==> config.mk <==
export PLATFORM = sky130hd
export DESIGN_NAME = cjs_queue
export DESIGN_NICKNAME = d
export VERILOG_FILES = /design/src/rtl/cjs_pkg.sv /design/src/rtl/cjs_queue.sv
export SDC_FILE = /design/constraint.sdc
export NUM_CORES = 1
export LEC_CHECK = 0
export BUFFER_PORTS_ARGS = -buffer_cell sky130_fd_sc_hd__buf_2
export CAP_MARGIN = 10
export CORE_AREA = 2 2 298 300
export CTS_BUF_LIST = sky130_fd_sc_hd__clkbuf_8
export DETAILED_ROUTE_END_ITERATION = 6
export DIE_AREA = 0 0 300 302
export GPL_TIMING_DRIVEN = 0
export PLACE_DENSITY_LB_ADDON = 0.08
export SYNTH_ARGS = -nofsm -noshare
export SYNTH_HDL_FRONTEND = slang
export SYNTH_SLANG_ARGS = --single-unit
==> constraint.sdc <==
create_clock -name clk -period 16.04 [get_ports clk]
set_input_delay 3.208 -clock clk [delete_from_list [all_inputs] [get_ports clk]]
set_output_delay 3.208 -clock clk [all_outputs]
set_load 0.005 [all_outputs]
==> src/rtl/cjs_pkg.sv <==
// Package of the contact Jacobian setup block: formats, item types, register
// indexes and the fixed-point helper functions. No dependencies.
package cjs_pkg;

    // Number formats
    localparam int VEC_W      = 21;
    localparam int SCAL_W     = 32;
    localparam int VEC_FRAC   = 12;
    localparam int SCAL_FRAC  = 16;
    localparam int PACK_W     = 3 * VEC_W;

    // Widths of the cross-product datapath
    localparam int R_W  = VEC_W + 1;
    localparam int P_W  = R_W + VEC_W;
    localparam int X_W  = P_W + 1;
    localparam int N_W  = X_W + 1;
    localparam int T_W  = N_W + 1;
    localparam int SH_W = T_W - VEC_FRAC;

    // Divider: one quotient bit per stage
    localparam int DIV_W      = 48;
    localparam int DEN_W      = 32;
    localparam int DIV_STAGES = DIV_W;

    // Register indexes and reset values
    localparam logic [1:0] CFG_TIME_STEP = 2'd0;
    localparam logic [1:0] CFG_BAUMGARTE = 2'd1;
    localparam logic [1:0] CFG_SLOP      = 2'd2;
    localparam logic [30:0] TIME_STEP_RST = 31'd1092;
    localparam logic [15:0] BAUMGARTE_RST = 16'd13107;
    localparam logic [30:0] SLOP_RST      = 31'd328;

    // Scalar bounds
    localparam logic signed [47:0] S_HI = (48'sd1 <<< (SCAL_W - 1)) - 48'sd1;
    localparam logic signed [47:0] S_LO = -S_HI - 48'sd1;
    localparam logic [31:0] S_MAX32 = 32'(S_HI);
    localparam logic [31:0] S_MIN32 = 32'(S_LO);
    localparam logic [DIV_W-1:0] Q_NEG_LIMIT = DIV_W'(48'sd1 <<< (SCAL_W - 1));
    localparam logic [DIV_W-1:0] Q_MASS_LIMIT = DIV_W'(S_HI);
    localparam logic signed [47:0] FREE_LIMIT = 48'sd1000 <<< SCAL_FRAC;

    typedef struct packed {
        logic              req_type;
        logic [62:0]       contact_pos;
        logic [62:0]       pos_a;
        logic [62:0]       pos_b;
        logic [62:0]       direction;
        logic [30:0]       inv_mass_a;
        logic [30:0]       inv_mass_b;
        logic signed [31:0] penetration;
        logic signed [31:0] normal_lambda;
        logic [30:0]       fric_mu;
        logic              has_normal_limit;
        logic              bodies_present;
    } in_item_t;

    typedef struct packed {
        logic [62:0]       linear_row_b;
        logic [62:0]       angular_row_a;
        logic [62:0]       angular_row_b;
        logic [30:0]       effective_mass;
        logic signed [31:0] bias_term;
        logic signed [31:0] min_limit;
        logic signed [31:0] max_limit;
        logic              skipped;
    } out_item_t;

    // Classified row handed from the front to the divider back end
    typedef struct packed {
        logic [62:0]      linear_row_b;
        logic [62:0]      angular_row_a;
        logic [62:0]      angular_row_b;
        logic [31:0]      min_limit;
        logic [31:0]      max_limit;
        logic             skipped;
        logic [DIV_W-1:0] bias_num;
        logic             bias_pos;
        logic [DIV_W-1:0] mass_num;
        logic [DEN_W-1:0] mass_den;
        logic             mass_zero;
    } row_t;

    function automatic logic signed [VEC_W-1:0] vec_comp(input logic [62:0] v,
                                                        input int i);
        return $signed(v[i*VEC_W +: VEC_W]);
    endfunction

    function automatic logic [VEC_W-1:0] sat_vec(input logic signed [SH_W-1:0] v);
        logic signed [SH_W-1:0] hi;
        logic signed [SH_W-1:0] lo;
        hi = (SH_W'(1) <<< (VEC_W - 1)) - SH_W'(1);
        lo = -hi - SH_W'(1);
        if (v > hi)
            return VEC_W'(hi);
        else if (v < lo)
            return VEC_W'(lo);
        else
            return VEC_W'(v);
    endfunction

    // Round to nearest (ties up) from Q.24 to Q.12, then saturate
    function automatic logic [VEC_W-1:0] round_vec(input logic signed [N_W-1:0] v);
        logic signed [T_W-1:0] t;
        t = T_W'(v) + T_W'(1 << (VEC_FRAC - 1));
        return sat_vec($signed(t[T_W-1:VEC_FRAC]));
    endfunction

    function automatic logic [31:0] sat_scal(input logic signed [47:0] v);
        if (v > S_HI)
            return S_MAX32;
        else if (v < S_LO)
            return S_MIN32;
        else
            return 32'(v);
    endfunction

    // One restoring division step: {quotient bit, next remainder}
    function automatic logic [DEN_W:0] div_step(input logic [DEN_W-1:0] rem,
                                                input logic [DEN_W-1:0] den,
                                                input logic nb);
        logic [DEN_W:0] t;
        t = {rem, nb};
        if (t >= {1'b0, den})
            return {1'b1, DEN_W'(t - {1'b0, den})};
        else
            return {1'b0, t[DEN_W-1:0]};
    endfunction

endpackage

==> src/rtl/cjs_queue.sv <==
// Two-entry queue between the front end and the divider back end.
// Depends on cjs_pkg for the row type.
module cjs_queue (
    input  logic          clk,
    input  logic          rst_n,
    input  logic          push_valid,
    output logic          push_ready,
    input  cjs_pkg::row_t push_data,
    output logic          pop_valid,
    input  logic          pop_ready,
    output cjs_pkg::row_t pop_data
);
    import cjs_pkg::*;

    row_t       mem [2];
    logic       wr_ptr_reg;
    logic       rd_ptr_reg;
    logic [1:0] count_reg;
    logic       push;
    logic       pop;

    assign push_ready = (count_reg != 2'd2);
    assign pop_valid  = (count_reg != 2'd0);
    assign pop_data   = mem[rd_ptr_reg];
    assign push       = push_valid && push_ready;
    assign pop        = pop_valid && pop_ready;

    // Advance pointers and fill count
    always_ff @(posedge clk or negedge rst_n)
    begin
        if (!rst_n)
        begin
            wr_ptr_reg <= 1'b0;
            rd_ptr_reg <= 1'b0;
            count_reg  <= 2'd0;
        end
        else
        begin
            if (push)
                wr_ptr_reg <= !wr_ptr_reg;
            if (pop)
                rd_ptr_reg <= !rd_ptr_reg;
            count_reg <= count_reg + 2'(push) - 2'(pop);
        end
    end

    // Store an item
    always_ff @(posedge clk)
    begin
        if (push)
            mem[wr_ptr_reg] <= push_data;
    end

endmodule

# ---- Word-level counts from Yosys, hierarchy flattened
# Memory sizes are Yosys's and may differ from the RTL's.
# Cells that the tools add are included.
dict set report word_totals {
  ram_bits 768
  wordCells 14
  reg_bits 4
  memories 1
  out_inout_bits 386
  inputBits 388
}
dict set report op_classes {
  mux 2
  reduce_logical 5
  n_eq_ne 1
  addsub 2
}
# memory depth word_bits read_ports rd_clocked_by_memory_dff write_ports line
set memory_table {}
lappend memory_table {mem 2 384 1 0 1 cjs_queue.sv:15} ;# row_t mem [2];
# op count
set ops {}
lappend ops {{adder 2 x 1 -> 2 bit} 1}
lappend ops {{logical AND 1 bit} 2}
lappend ops {{logical NOT 1 bit} 2}
lappend ops {{2-to-1 mux 1 bit} 2}
lappend ops {{inequality test 2 bit, second input constant} 1}
lappend ops {{nonzero test 2 bit} 1}
lappend ops {{subtractor 2 x 1 -> 2 bit} 1}

# ---- Logic depth before layout (Yosys ltp)
dict set report logic_depth {
  word_depth 4
  ltp_mapped 5
  mapped_depth_nobuf 5
}

# ---- Worst setup path after synthesis
# No wires, ideal clock.
dict set report synth_timing {
  kind {input to register}
  start {in push_valid}
  end {mem mem[0][0] (netlist bit), enable pin}
  setup_ps 1137
  cell_stages 2
  t_arrival_ps 19172
  t_required_ps 14903
  path_slack_ps -4270
  path_cell_list {nand2_1 nor2_1}
}
dict set report synth_via {
  elab_chain_len 3
}
# element line
set synth_rtl {}
lappend synth_rtl {{start, declared} cjs_queue.sv:6} ;# input logic push_valid,
lappend synth_rtl {{logical AND 1 bit} cjs_queue.sv:25} ;# assign push = push_valid && push_ready;
lappend synth_rtl {{2-to-1 mux 1 bit} cjs_queue.sv:50} ;# if (push)
lappend synth_rtl {{2-to-1 mux 1 bit (implied by the code)} cjs_queue.sv:51} ;# mem[wr_ptr_reg] <= push_data;
lappend synth_rtl {{end, declared} cjs_queue.sv:15}
# No other way between the ends.

==> out/results.ini <==
[placed_design]
place_area_um2 = 35300
place.gp.congestion = 0.7530
dp_slack_ns = 10.59
hpwl_um = 56430
io_buffers = 773

[logic_synthesis]
synth_cells = 1217
synth_area_per_cell_um2 = 24.19
synth-seq-cells = 772
yosys_warnings = 0
synth.distinct_cells = 20
synth_compound_area_frac = 0.0008076
yosys.area_share.adder = 0.0004251
synth_top_family_by_area = multiplexers
synthesis.nets = 1606
synthMuxAreaShare = 0.1915
synth_xor_xnor_area_share = 0.0008926
synth_area_um2 = 29440
synth_seq_area_share = 0.7869
synth-simple-area-share = 0.001998

[final_layout]
final_nets = 2543
largest_reg_flops = 768
multi_input_area_um2 = 5772
mostFrequentLayoutCell = buf_2
drive_gt1_frac = 0.6172
n_fill_cell = 7986
area_growth_pct = 28.41
area.sequential_um2 = 23160
design_area_um2 = 37800
layout_common_cells = buf_2, edfxtp_1, mux2_4, clkbuf_8, inv_1

[worst_setup_path]
worstPathCellList = buf_6, buf_8, buf_6, mux2_4, buf_2
cpMaxStageDelayCell = dfrtp_1
end_kind = primary output
cp_slowest_stage_delay_ns = 0.33
cp_max_fo = 10
required_ns = 12.83
worst_path_most_repeated_cell = buf_6
cp_top_family = buffers and inverters
cp_num_buf_inv = 4
cp-start-kind = flip-flop
crit_type = flip-flop to primary output
worstPathArrival_ns = 2.26

[floorplanning]
core_area_um2 = 87560
dieArea_um2 = 90600
die_h_um = 302
die_w_um = 300
std_cell_rows = 109
initial_utilization = 0.3362
io_pins = 774

[route]
dr.pass1.iters = 7
via_per_inst = 4.428
first_iter_violations = 714
drc = 0
final_antenna_net_count = 0
vias = 15210
drt_wl_total_um = 76870
wl_per_cell_um = 22.38

[timing]
relSlewSlack = 0.4389
fin_crit_ns = 5.463
finalHoldViolCount = 0
period_share = 0.3406
rsz0062_at_grt = false
hold_ws_ns = 0.5628
clock.fmax_ghz = 0.1830
worst_pin_slew_ns = 0.8417
clock_skew_ns = 0.02829
finalSetupViolations = 0
slew_viol_final = 0
setup_ws_ns = 10.58

[cts]
htreeDepth = 4
cts_setup_buffers = 0
hold_buffers = 0
cts_buffers = 139
clk_pin_slew_ns = 0.06
cts_tree = done
clk_path_buf_depth = 3
clkLatencyLatePin_ns = 0.80
cts_sinks = 772
clock-root-buffer = clkbuf_8
cts_resized = 0

[global_routing]
grt_pass1_wl_um = 106700
grtUsageMet1 = 0.1591
grt_overflow = 0
grt_max_degree = 63
antenna_found_initial = 42
track_usage = 0.1651
gr-usage-met2 = 0.2983
grt_busiest_layer = met2
met3_usage = 0.07886
grt_pass1_vias = 16010

[power_and_ir_drop]
powerDensity_nw_per_um2 = 181.1
leakage_nw = 15.22
peakVddDrop_v = 0.00009653
finalPower_mw = 6.844

[hold_path]
hold_path_class = flip-flop to flip-flop

[status]
outcome = completed

[run]
drv_cap = 0

through the flow:
stage               cells  utilization   TNS, ns
finish               3435       0.4317         0
global route         3426       0.4314         0
CTS                  3417       0.4312         0
detailed placement   3178       0.4032         0
global placement     3155       0.3971  -2856.58
floorplan            1217            -         0
power by group:
| part | total, mW | switching [mW] | internal, mW |
|---|---|---|---|
| clock network | 1.64 | 0.789 | 0.851 |
| logic | 2.36 | 1.14 | 1.21 |
| registers | 2.85 | 0.0951 | 2.75 |
worst paths after layout:
check / startpoint / end / slack (ns) / depth (start not counted)
max: rd_ptr_reg / pop_data[133] / 10.58 / 5
min: wr_ptr_reg / wr_ptr_reg / 0.56 / 1
max reg2reg: count_reg[0] / mem[0][244] / 13.39 / 8
min reg2reg: wr_ptr_reg / wr_ptr_reg / 0.56 / 1
max in group asynchronous: rst_n / count_reg[0] / 13.68 / 1
min in group asynchronous: rst_n / wr_ptr_reg / 2.23 / 1
logic make-up (layout without fill, tap and decap cells):
family          count (synthesis)  after routing
mux                           384            384
simple gates                   11             11
flops                         772            772
fa+ha+maj                       1              1
compound gates                  3              3
xor+xnor                        3              3
other cells                     0             18
buf+inv                        43           1078
cell type report:
cell class,instances,area share
sequential,772,0.6128
timing repair buffer,796,0.1163
buffer,43,0.01361
antenna,18,0.001192
clock inverter,94,0.01202
tap,1165,0.03856
clock buffer,145,0.05280
multi-input combinational,402,0.1527
worst reg2reg max path, cell delays in order, from the launching register on:
cell and delay, ns:
dfrtp_1 0.43, nand2b_1 0.19, nand2_1 0.13, nor2_4 0.40
buf_12 0.26, buf_12 0.22, buf_12 0.23, buf_12 0.25
buf_12 0.23
cells in the mapped netlist (all sizes together):
library cell  instances  share of area
nor2                  3        0.00038
nand3                 1        0.00017
a311oi                1        0.00030
xnor2                 3        0.00089
nand2                 2        0.00026
mux2                384           0.19
buf                  43          0.017
nor4bb                1        0.00034
edfxtp              768           0.78
nand2b                1        0.00021
nor2b                 1        0.00021
o21ba                 1        0.00034
dfrtp                 4         0.0034
o21ai                 1        0.00017
or2                   1        0.00021
and3                  1        0.00021
ha                    1        0.00042
routing by layer:
metal,up-vias,share of wire
met5,-,0.0036
met3,172,0.097
met1,7595,0.33
li1,6824,-
met4,44,0.028
met2,575,0.54
Note: power is estimated with default switching activity, not from simulation.
